<file path="config.mk">
export PLATFORM = sky130hd
export DESIGN_NAME = simple_regex_stream_matcher_unit
export DESIGN_NICKNAME = d
export VERILOG_FILES = /design/src/sv/srm_pkg.sv /design/src/sv/srm_front.sv /design/src/sv/srm_queue.sv /design/src/sv/srm_back.sv /design/src/sv/simple_regex_stream_matcher_unit.sv
export SDC_FILE = /design/constraint.sdc
export NUM_CORES = 1
export LEC_CHECK = 0
export ABC_AREA = 0
export BUFFER_PORTS_ARGS = -buffer_cell sky130_fd_sc_hd__buf_2
export CORE_ASPECT_RATIO = 0.9
export CORE_UTILIZATION = 55
export DETAILED_ROUTE_END_ITERATION = 10
export PLACE_DENSITY = 0.76
export SLEW_MARGIN = 0
export SYNTH_ARGS = -nofsm -noshare
export SYNTH_HDL_FRONTEND = slang
export SYNTH_HIERARCHICAL = 1
export SYNTH_SLANG_ARGS = --single-unit
</file>
<file path="constraint.sdc">
create_clock -name i_clk -period 3.89 [get_ports i_clk]
set_clock_uncertainty 0.2 [all_clocks]
set_input_delay 0.389 -clock i_clk [delete_from_list [all_inputs] [get_ports i_clk]]
set_output_delay 0.389 -clock i_clk [all_outputs]
set_load 0.02 [all_outputs]
</file>
<file path="src/sv/srm_pkg.sv">
// ----------------------------------------------------------------------------
// srm_pkg
// Shared types and constants of the streaming regex matcher.
// ----------------------------------------------------------------------------
`timescale 1ns / 1ps
`default_nettype none

package srm_pkg;

    localparam int PATTERN_MAX_DEF = 8;
    localparam int LEN_W           = 4;
    localparam int CHAR_W          = 8;
    localparam int CFG_IDX_W       = 3;
    localparam int CFG_DATA_W      = 64;
    localparam int MASK_W          = 8;
    localparam int QUEUE_DEPTH     = 2;

    typedef enum logic {
        CMD_CHAR = 1'b0,
        CMD_END  = 1'b1
    } t_cmd;

    typedef enum logic [CFG_IDX_W-1:0] {
        CFG_CHARS     = 3'd0,
        CFG_ANY_MASK  = 3'd1,
        CFG_STAR_MASK = 3'd2,
        CFG_LENGTH    = 3'd3,
        CFG_ANCH_BEG  = 3'd4,
        CFG_ANCH_END  = 3'd5
    } t_cfg_idx;

    typedef struct packed {
        logic [LEN_W-1:0] len;
        logic             anch_start;
        logic             anch_end;
    } t_back_cfg;

endpackage

`default_nettype wire

</file>
<file path="src/sv/srm_front.sv">
// ----------------------------------------------------------------------------
// srm_front
// Accepts requests and classifies each text byte against every pattern element.
// ----------------------------------------------------------------------------
`timescale 1ns / 1ps
`default_nettype none

module srm_front #(
    parameter int PATTERN_MAX = 8
) (
    input  wire logic                                i_valid,
    output logic                                     o_ready,
    input  wire logic                                i_command,
    input  wire logic [srm_pkg::CHAR_W-1:0]          i_text_char,
    input  wire logic [srm_pkg::CHAR_W*PATTERN_MAX-1:0] i_chars,
    input  wire logic [PATTERN_MAX-1:0]              i_any,
    input  wire logic                                i_full,
    output logic                                     o_push,
    output logic [PATTERN_MAX:0]                     o_entry
);
    import srm_pkg::*;

    logic [PATTERN_MAX-1:0] hit;

    // per-element hit vector, the back end needs these bits and the command bit
    always_comb begin
        for (int i = 0; i < PATTERN_MAX; i++) begin
            hit[i] = i_any[i] || (i_chars[CHAR_W*i +: CHAR_W] == i_text_char);
        end
    end

    assign o_ready = !i_full;
    assign o_push  = i_valid && !i_full;
    assign o_entry = {i_command, hit};

endmodule

`default_nettype wire

</file>
<file path="src/sv/srm_queue.sv">
// ----------------------------------------------------------------------------
// srm_queue
// Short first-in first-out queue between front and back end.
// ----------------------------------------------------------------------------
`timescale 1ns / 1ps
`default_nettype none

module srm_queue #(
    parameter int WIDTH = 9,
    parameter int DEPTH = 2
) (
    input  wire logic             i_clk,
    input  wire logic             i_rst_n,
    input  wire logic             i_push,
    input  wire logic [WIDTH-1:0] i_data,
    input  wire logic             i_pop,
    output logic [WIDTH-1:0]      o_data,
    output logic                  o_empty,
    output logic                  o_full
);
    localparam int PTR_W = (DEPTH > 1) ? $clog2(DEPTH) : 1;
    localparam int CNT_W = $clog2(DEPTH + 1);

    logic [WIDTH-1:0] r_mem [DEPTH];
    logic [PTR_W-1:0] r_wr_ptr, n_wr_ptr;
    logic [PTR_W-1:0] r_rd_ptr, n_rd_ptr;
    logic [CNT_W-1:0] r_count,  n_count;

    always_comb begin
        n_wr_ptr = r_wr_ptr;
        n_rd_ptr = r_rd_ptr;
        n_count  = r_count;
        if (i_push) begin
            n_wr_ptr = (r_wr_ptr == PTR_W'(DEPTH - 1)) ? '0 : r_wr_ptr + 1'b1;
        end
        if (i_pop) begin
            n_rd_ptr = (r_rd_ptr == PTR_W'(DEPTH - 1)) ? '0 : r_rd_ptr + 1'b1;
        end
        if (i_push && !i_pop) begin
            n_count = r_count + 1'b1;
        end else if (!i_push && i_pop) begin
            n_count = r_count - 1'b1;
        end
    end

    always_ff @(posedge i_clk) begin
        if (!i_rst_n) begin
            r_wr_ptr <= '0;
            r_rd_ptr <= '0;
            r_count  <= '0;
        end else begin
            r_wr_ptr <= n_wr_ptr;
            r_rd_ptr <= n_rd_ptr;
            r_count  <= n_count;
        end
    end

    always_ff @(posedge i_clk) begin
        if (i_push) begin
            r_mem[r_wr_ptr] <= i_data;
        end
    end

    assign o_data  = r_mem[r_rd_ptr];
    assign o_empty = (r_count == '0);
    assign o_full  = (r_count == CNT_W'(DEPTH));

    a_count_bound: assert property (@(posedge i_clk) disable iff (!i_rst_n)
        r_count <= CNT_W'(DEPTH))
        else $error("queue count above depth");

    a_no_underflow: assert property (@(posedge i_clk) disable iff (!i_rst_n)
        i_pop |-> r_count != '0)
        else $error("pop from empty queue");

    a_no_overflow: assert property (@(posedge i_clk) disable iff (!i_rst_n)
        i_push |-> !o_full)
        else $error("push into full queue");

endmodule

`default_nettype wire

</file>
<file path="src/sv/srm_back.sv">
// ----------------------------------------------------------------------------
// srm_back
// NFA step over reached pattern positions and registered result output.
// ----------------------------------------------------------------------------
`timescale 1ns / 1ps
`default_nettype none

module srm_back #(
    parameter int PATTERN_MAX = 8
) (
    input  wire logic                   i_clk,
    input  wire logic                   i_rst_n,
    input  wire logic                   i_empty,
    input  wire logic [PATTERN_MAX:0]   i_entry,
    output logic                        o_pop,
    input  wire logic [PATTERN_MAX-1:0] i_star,
    input  wire srm_pkg::t_back_cfg     i_cfg,
    output logic                        o_valid,
    input  wire logic                   i_ready,
    output logic                        o_done_res,
    output logic                        o_found
);
    import srm_pkg::*;

    localparam int POS_W = PATTERN_MAX + 1;

    // drop positions above len, then spread along starred elements
    function automatic logic [PATTERN_MAX:0] f_close(input logic [PATTERN_MAX:0] s,
                                                     input logic [LEN_W-1:0] len,
                                                     input logic [PATTERN_MAX-1:0] star);
        logic [PATTERN_MAX:0] v;
        v = s;
        for (int j = 0; j <= PATTERN_MAX; j++) begin
            if (LEN_W'(j) > len) v[j] = 1'b0;
        end
        for (int i = 0; i < PATTERN_MAX; i++) begin
            if (LEN_W'(i) < len && v[i] && star[i]) v[i+1] = 1'b1;
        end
        return v;
    endfunction

    function automatic logic f_acc(input logic [PATTERN_MAX:0] s,
                                   input logic [LEN_W-1:0] len);
        logic a;
        a = 1'b0;
        for (int j = 0; j <= PATTERN_MAX; j++) begin
            if (LEN_W'(j) == len) a = s[j];
        end
        return a;
    endfunction

    logic [PATTERN_MAX:0]   r_reached;
    logic                   r_match_seen;
    logic                   r_at_start;
    logic                   r_out_valid;
    logic                   r_done;
    logic                   r_found;

    t_cmd                   cmd;
    logic [PATTERN_MAX-1:0] hit;
    logic [LEN_W-1:0]       len;
    logic                   seed;
    logic [PATTERN_MAX:0]   cur, nxt, reached_nx, cur_after;
    logic                   acc_cur, acc_after;
    logic                   match_nx, fin_end;

    assign cmd = t_cmd'(i_entry[PATTERN_MAX]);
    assign hit = i_entry[PATTERN_MAX-1:0];
    assign len = (i_cfg.len > LEN_W'(PATTERN_MAX)) ? LEN_W'(PATTERN_MAX) : i_cfg.len;
    assign seed = !i_cfg.anch_start || r_at_start;
    assign o_pop = !i_empty && (!r_out_valid || i_ready);

    always_comb begin
        cur = f_close(r_reached | POS_W'(seed), len, i_star);
        acc_cur = f_acc(cur, len);
        nxt = '0;
        for (int i = 0; i < PATTERN_MAX; i++) begin
            if (LEN_W'(i) < len && cur[i] && hit[i]) begin
                if (i_star[i]) nxt[i] = 1'b1;
                else           nxt[i+1] = 1'b1;
            end
        end
        reached_nx = f_close(nxt, len, i_star);
        // set seen before the next byte, unanchored start seeds position zero
        cur_after  = f_close(nxt | POS_W'(!i_cfg.anch_start), len, i_star);
        acc_after  = f_acc(cur_after, len);
        match_nx   = r_match_seen || (!i_cfg.anch_end && (acc_cur || acc_after));
        fin_end    = i_cfg.anch_end ? acc_cur : (r_match_seen || acc_cur);
    end

    always_ff @(posedge i_clk) begin
        if (!i_rst_n) begin
            r_reached    <= POS_W'(1);
            r_match_seen <= 1'b0;
            r_at_start   <= 1'b1;
            r_out_valid  <= 1'b0;
        end else begin
            if (o_pop) begin
                r_out_valid <= 1'b1;
                if (cmd == CMD_END) begin
                    r_reached    <= POS_W'(1);
                    r_match_seen <= 1'b0;
                    r_at_start   <= 1'b1;
                end else begin
                    r_reached    <= reached_nx;
                    r_match_seen <= match_nx;
                    r_at_start   <= 1'b0;
                end
            end else if (i_ready) begin
                r_out_valid <= 1'b0;
            end
        end
    end

    always_ff @(posedge i_clk) begin
        if (o_pop) begin
            r_done  <= (cmd == CMD_END);
            r_found <= (cmd == CMD_END) ? fin_end : (!i_cfg.anch_end && match_nx);
        end
    end

    assign o_valid    = r_out_valid;
    assign o_done_res = r_done;
    assign o_found    = r_found;

    a_end_anchor_char: assert property (@(posedge i_clk) disable iff (!i_rst_n)
        r_out_valid && !r_done && i_cfg.anch_end |-> !r_found)
        else $error("found set on text result with end anchor");

    a_rearm: assert property (@(posedge i_clk) disable iff (!i_rst_n)
        o_pop && cmd == CMD_END |=> r_at_start && !r_match_seen && r_reached == POS_W'(1))
        else $error("matcher not rearmed after end of text");

    a_found_sticky: assert property (@(posedge i_clk) disable iff (!i_rst_n)
        o_pop && cmd == CMD_CHAR && r_match_seen && !i_cfg.anch_end |=> r_found)
        else $error("seen match lost on text result");

endmodule

`default_nettype wire

</file>
<file path="src/sv/simple_regex_stream_matcher_unit.sv">
// ----------------------------------------------------------------------------
// simple_regex_stream_matcher_unit
// Streaming matcher of a compiled simple regex over a byte stream.
// ----------------------------------------------------------------------------
// result: each accepted request is queued, then popped by the back end, which registers its verdict
// throughput: one request per cycle while the receiver is ready, the NFA step is done in the back end
// a 2-entry queue decouples the byte classifier from the NFA step
// reset: synchronous active low, clears configuration, queue pointers and output valid to zero and rearms the matcher
`timescale 1ns / 1ps
`default_nettype none

module simple_regex_stream_matcher_unit #(
    parameter int PATTERN_MAX = srm_pkg::PATTERN_MAX_DEF
) (
    input  wire logic                             i_clk,
    input  wire logic                             i_rst_n,
    input  wire logic                             i_valid,
    output logic                                  o_ready,
    input  wire logic                             i_command,
    input  wire logic [srm_pkg::CHAR_W-1:0]       i_text_char,
    output logic                                  o_valid,
    input  wire logic                             i_ready,
    output logic                                  o_done_res,
    output logic                                  o_found,
    input  wire logic                             i_cfg_we,
    input  wire logic [srm_pkg::CFG_IDX_W-1:0]    i_cfg_idx,
    input  wire logic [srm_pkg::CFG_DATA_W-1:0]   i_cfg_data
);
    import srm_pkg::*;

    localparam int ENTRY_W = PATTERN_MAX + 1;

    logic [CFG_DATA_W-1:0] r_chars;
    logic [MASK_W-1:0]     r_any;
    logic [MASK_W-1:0]     r_star;
    logic [LEN_W-1:0]      r_len;
    logic                  r_anch_start;
    logic                  r_anch_end;

    always_ff @(posedge i_clk) begin
        if (!i_rst_n) begin
            r_chars      <= '0;
            r_any        <= '0;
            r_star       <= '0;
            r_len        <= '0;
            r_anch_start <= 1'b0;
            r_anch_end   <= 1'b0;
        end else if (i_cfg_we) begin
            unique case (t_cfg_idx'(i_cfg_idx))
                CFG_CHARS:     r_chars      <= i_cfg_data;
                CFG_ANY_MASK:  r_any        <= i_cfg_data[MASK_W-1:0];
                CFG_STAR_MASK: r_star       <= i_cfg_data[MASK_W-1:0];
                CFG_LENGTH:    r_len        <= i_cfg_data[LEN_W-1:0];
                CFG_ANCH_BEG:  r_anch_start <= i_cfg_data[0];
                CFG_ANCH_END:  r_anch_end   <= i_cfg_data[0];
                default: begin
                end
            endcase
        end
    end

    t_back_cfg          back_cfg;
    logic               push, pop, empty, full;
    logic [ENTRY_W-1:0] push_entry, head_entry;

    assign back_cfg.len        = r_len;
    assign back_cfg.anch_start = r_anch_start;
    assign back_cfg.anch_end   = r_anch_end;

    srm_front #(
        .PATTERN_MAX (PATTERN_MAX)
    ) u_front (
        .i_valid     (i_valid),
        .o_ready     (o_ready),
        .i_command   (i_command),
        .i_text_char (i_text_char),
        .i_chars     (r_chars[CHAR_W*PATTERN_MAX-1:0]),
        .i_any       (r_any[PATTERN_MAX-1:0]),
        .i_full      (full),
        .o_push      (push),
        .o_entry     (push_entry)
    );

    srm_queue #(
        .WIDTH (ENTRY_W),
        .DEPTH (QUEUE_DEPTH)
    ) u_queue (
        .i_clk   (i_clk),
        .i_rst_n (i_rst_n),
        .i_push  (push),
        .i_data  (push_entry),
        .i_pop   (pop),
        .o_data  (head_entry),
        .o_empty (empty),
        .o_full  (full)
    );

    srm_back #(
        .PATTERN_MAX (PATTERN_MAX)
    ) u_back (
        .i_clk      (i_clk),
        .i_rst_n    (i_rst_n),
        .i_empty    (empty),
        .i_entry    (head_entry),
        .o_pop      (pop),
        .i_star     (r_star[PATTERN_MAX-1:0]),
        .i_cfg      (back_cfg),
        .o_valid    (o_valid),
        .i_ready    (i_ready),
        .o_done_res (o_done_res),
        .o_found    (o_found)
    );

endmodule

`default_nettype wire

</file>
==> out/results.ini <==
[place]
dp_hpwl_um=10830
port_buffers=84
gpl.final_weighted_congestion=0.8536
placedCellCount=900

[timing]
max_clock_freq_mhz=330.5
period_share_pct=77.78
drv_slew=0
setup_viol_count_final=0
rsz_0062_raised_after_global_routing=no
post-route-min-period_ps=3026
timing.max_slew.rel_slack_pct=31.88
fin_setup_tns_ps=0
worst_slew_pin_slew_ps=1020
hold_viol=0

[logic_synthesis]
ys_ff_latch=123
synth.avg_cell_area_um2=9.306
synth_nets=786
share_of_synthesized_cell_area_in_full_adder_half_adder_and_majority_cells_pct=0.1910
main_combinational_cell_family_by_area_after_synthesis=simple AND/OR/NAND/NOR gates
yosys.area_share.xor_xnor_pct=8.957
fraction_of_synthesized_area_in_multiplexers_pct=14.69
synth_edf_count=20
share_of_the_synthesized_area_in_compound_gates_ao_oa_aoi_oai_pct=11.19
dominantRegCellSynth=sky130_fd_sc_hd__dfxtp_1
synth.yosys.warnings=6
synth_cell_types=69
postSynth.asyncResetShare_pct=0
syn-cell-area_mm2=0.006551
yosys.area_share.simple_pct=18.54
syn_inst=704
ys_seq_area_share_pct=40.64

[floorplan]
core_mm2=0.01153
die_h_um=105.5
die_w_um=117.0
initial_cell_density_of_the_core_pct=56.83
ioPinCount=85
die_area_mm2=0.01235
rows=37

[clock_network]
cts_post_setup_buffers_inserted=0
numClockSinks=123
clock_tree_from_tritoncts=done
htree_num_levels=4
clock_latency_ps=420
cts.reportedPaths.clkPinSlew_ps=60
clock_tree.buffer_depth=2
cts_repair_resize_count=0
root_buffer_selected_by_cts=sky130_fd_sc_hd__clkbuf_16
cts_inserted_buffers=17

[global_route]
grt_start_max_net_pins=167
grt-ovfl-total=0
grt_pass1_vias=4989
grt_usage_pct=27.41
grt_first_pass_wirelength_um=25600
grt_antenna_before_repair=1

[worst_setup_path]
cp_launch_type=register
path_cells=mux2_2, o21bai_1, nand2_1, o211ai_1, a31oi_1, a221oi_2, o2111ai_1, o41ai_1, o211ai_1
criticalPathCategory=register to register
worst_ep_required_time_ps=3830
critical_path.reg2reg.endpoint=u_back/o_found$_DFFE_PP_
max_stage_delay_cell_worst_path=sky130_fd_sc_hd__dfxtp_1
reg2reg_depth=9
critPathMostFrequentCell=sky130_fd_sc_hd__o211ai_1
regToRegSetupSlack_ps=860
critical_path.max_fanout=5
arrival_ps=2970
slowest_delay_ps=470
worstSetupEndpointType=register

[run]
drv.max_cap_violation_count=0

[drt]
drtAntennaViolNets=0
routed_wirelength_um=16010
routed_via_density=5.686
vias=5305
drt_iter0_markers=560
drt-pass1-iter-count=6
post-route-drc-count=0
post_drt_wl_per_cell_um=17.16

[final_layout]
num_antenna_cells=0
fill_cells=927
most-common-layout-cells=sky130_fd_sc_hd__nand2_1 (174), sky130_fd_sc_hd__dfxtp_1 (103), sky130_fd_sc_hd__mux2i_1 (86)
layout-area-overhead-vs-synth_pct=14.86
num-nets-final=846
final_util_pct=65.28
layout_commonest_cell=sky130_fd_sc_hd__nand2_1
proportion_of_layout_cells_with_a_drive_suffix_above_1_pct=17.63
non_filler_instance_count_after_layout=933

[power_and_ir_drop]
worst_ir_drop_vdd_uv=365.0
static-leakage-power_nw=3.095
power.density_mw_per_mm2=484.7

[status]
outcome=finished clean

[min_path]
hold-path-cell-count=3
timing.hold.worst_endpoint=r_chars[19]$_SDFFE_PN0P_
hold_path.startpoint=i_cfg_data[19]
worstHoldPathType=input pin to register

-- what timing repair did --
item	CTS	global route
hold buffers	1	0
hold endpoints to repair	2	0
setup endpoints to repair	0	0
-- worst max path at each step --
stage | start | to | slack (ps) | cells past startpoint
floorplan | register | u_back/o_found$_DFFE_PP_ | 1170 | 10
global placement | register | u_back/o_found$_DFFE_PP_ | 950 | 9
detailed placement | register | u_back/o_found$_DFFE_PP_ | 920 | 9
CTS | register | u_back/o_found$_DFFE_PP_ | 890 | 9
global route | r_len[3]$_SDFFE_PN0P_ | u_back/o_found$_DFFE_PP_ | 670 | 8
finish | register | u_back/o_found$_DFFE_PP_ | 860 | 9
-- cell type report --
| type | count | area (µm²) | area share (%) |
|---|---|---|---|
| clock buffers | 24 | 525.5 | 6.984 |
| clock inverters | 8 | 101.3 | 1.347 |
| flip-flops and latches | 123 | 2663 | 35.38 |
| well taps | 156 | 195.2 | 2.594 |
| multi-input cells | 523 | 3518 | 46.76 |
| inverters | 11 | 41.29 | 0.5487 |
| repair buffers | 88 | 480.5 | 6.385 |
-- logic make-up (layout without fill, tap and decap cells) --
| group | after synthesis | in the layout |
|---|---|---|
| flip-flops | 123 | 123 |
| buffers and inverters | 58 | 131 |
| AO/OA/AOI/OAI | 95 | 95 |
| adder cells (fa/ha/maj) | 1 | 1 |
| multiplexers | 95 | 95 |
| XOR/XNOR | 67 | 67 |
| AND/OR/NAND/NOR | 265 | 265 |
-- synth_stat cells (3+ instances only) --
cell                          n  area share, %
sky130_fd_sc_hd__nand3_1     10           0.76
sky130_fd_sc_hd__nand2b_1     5           0.48
sky130_fd_sc_hd__clkbuf_1    15           0.86
sky130_fd_sc_hd__buf_6        4           0.69
sky130_fd_sc_hd__o211ai_1     6           0.69
sky130_fd_sc_hd__nor2_1      21            1.2
sky130_fd_sc_hd__buf_12       6            1.8
sky130_fd_sc_hd__edfxtp_1    20            9.2
sky130_fd_sc_hd__o21bai_1     3           0.34
sky130_fd_sc_hd__inv_1       11           0.63
sky130_fd_sc_hd__nor4_1       8           0.76
sky130_fd_sc_hd__buf_2       18            1.4
sky130_fd_sc_hd__mux2_2       9            1.5
sky130_fd_sc_hd__o31ai_1      5           0.57
sky130_fd_sc_hd__nand4_1      4           0.38
sky130_fd_sc_hd__a22oi_1      4           0.46
sky130_fd_sc_hd__a41o_1      10            1.5
sky130_fd_sc_hd__o41ai_1      3           0.40
sky130_fd_sc_hd__mux2i_1     86             13
sky130_fd_sc_hd__and2_1       9           0.86
sky130_fd_sc_hd__nand2_1    174             10
sky130_fd_sc_hd__a31oi_1      6           0.57
sky130_fd_sc_hd__nor2b_1      8           0.76
sky130_fd_sc_hd__xor2_1      50            6.7
sky130_fd_sc_hd__dfxtp_1    103             31
sky130_fd_sc_hd__nor3_1       7           0.53
sky130_fd_sc_hd__xnor2_1     17            2.3
sky130_fd_sc_hd__a2111oi_0    3           0.40
sky130_fd_sc_hd__a21o_1       6           0.69
sky130_fd_sc_hd__o21a_1       4           0.46
sky130_fd_sc_hd__a21oi_1      9           0.69
sky130_fd_sc_hd__buf_4        3           0.34
sky130_fd_sc_hd__o21ai_0     12           0.92
-- flip-flops by register name, summed over array words and instances (netlist names), named ones only --
| register | cells |
|---|---|
| r_chars | 64 |
| u_queue/r_mem | 18 |
| u_back/r_reached | 9 |
| r_any | 8 |
| r_star | 8 |
| r_len | 4 |
| u_queue/r_count | 2 |
| r_anch_end | 1 |
| r_anch_start | 1 |
| u_back/o_done_res | 1 |
| u_back/o_found | 1 |
| u_back/o_valid | 1 |
| u_back/r_at_start | 1 |
| u_back/r_match_seen | 1 |
| u_queue/r_rd_ptr | 1 |
| u_queue/r_wr_ptr | 1 |
-- routing by layer --
metal  GRT usage [%]  vias up  routed length, µm  share of wire, %
met3           7.476       24               1194               7.5
li1                -     2577                  -                 -
met4           8.137        2                246               1.5
met2           42.52      228               7264                45
met1           37.08     2474               7292                46
met5               0        -                  8             0.050
-- where the power goes --
| group | switching, mW | internal (mW) | leakage [nW] |
|---|---|---|---|
| Sequential | 0.0659 | 1.39 | 1.03 |
| Clock | 0.566 | 1.08 | 0.306 |
| Combinational | 0.330 | 0.219 | 1.76 |
| Total | 0.962 | 2.69 | 3.10 |
-- worst max-delay path, delay by kind of cell, from the launching register on --
family | cells | cell delay (ps)
flip-flops | 1 | 470
AO/OA/AOI/OAI | 7 | 1550
multiplexers | 1 | 420
AND/OR/NAND/NOR | 1 | 130
-- through the flow --
step                      cell area [µm²]  power (mW)  hold WS [ps]  worst slack, ps
final                                7525       3.647         18.90            864.4
after global routing                 7525       3.787         6.967            672.5
after CTS                            7525       3.659         11.49            888.7
after detailed placement             6888       2.022         258.2            917.2
after global placement               6888       2.007         249.5            950.5
after floorplan                      6551       1.858         235.2             1172
No activity file was read; power rests on OpenSTA's default activity.
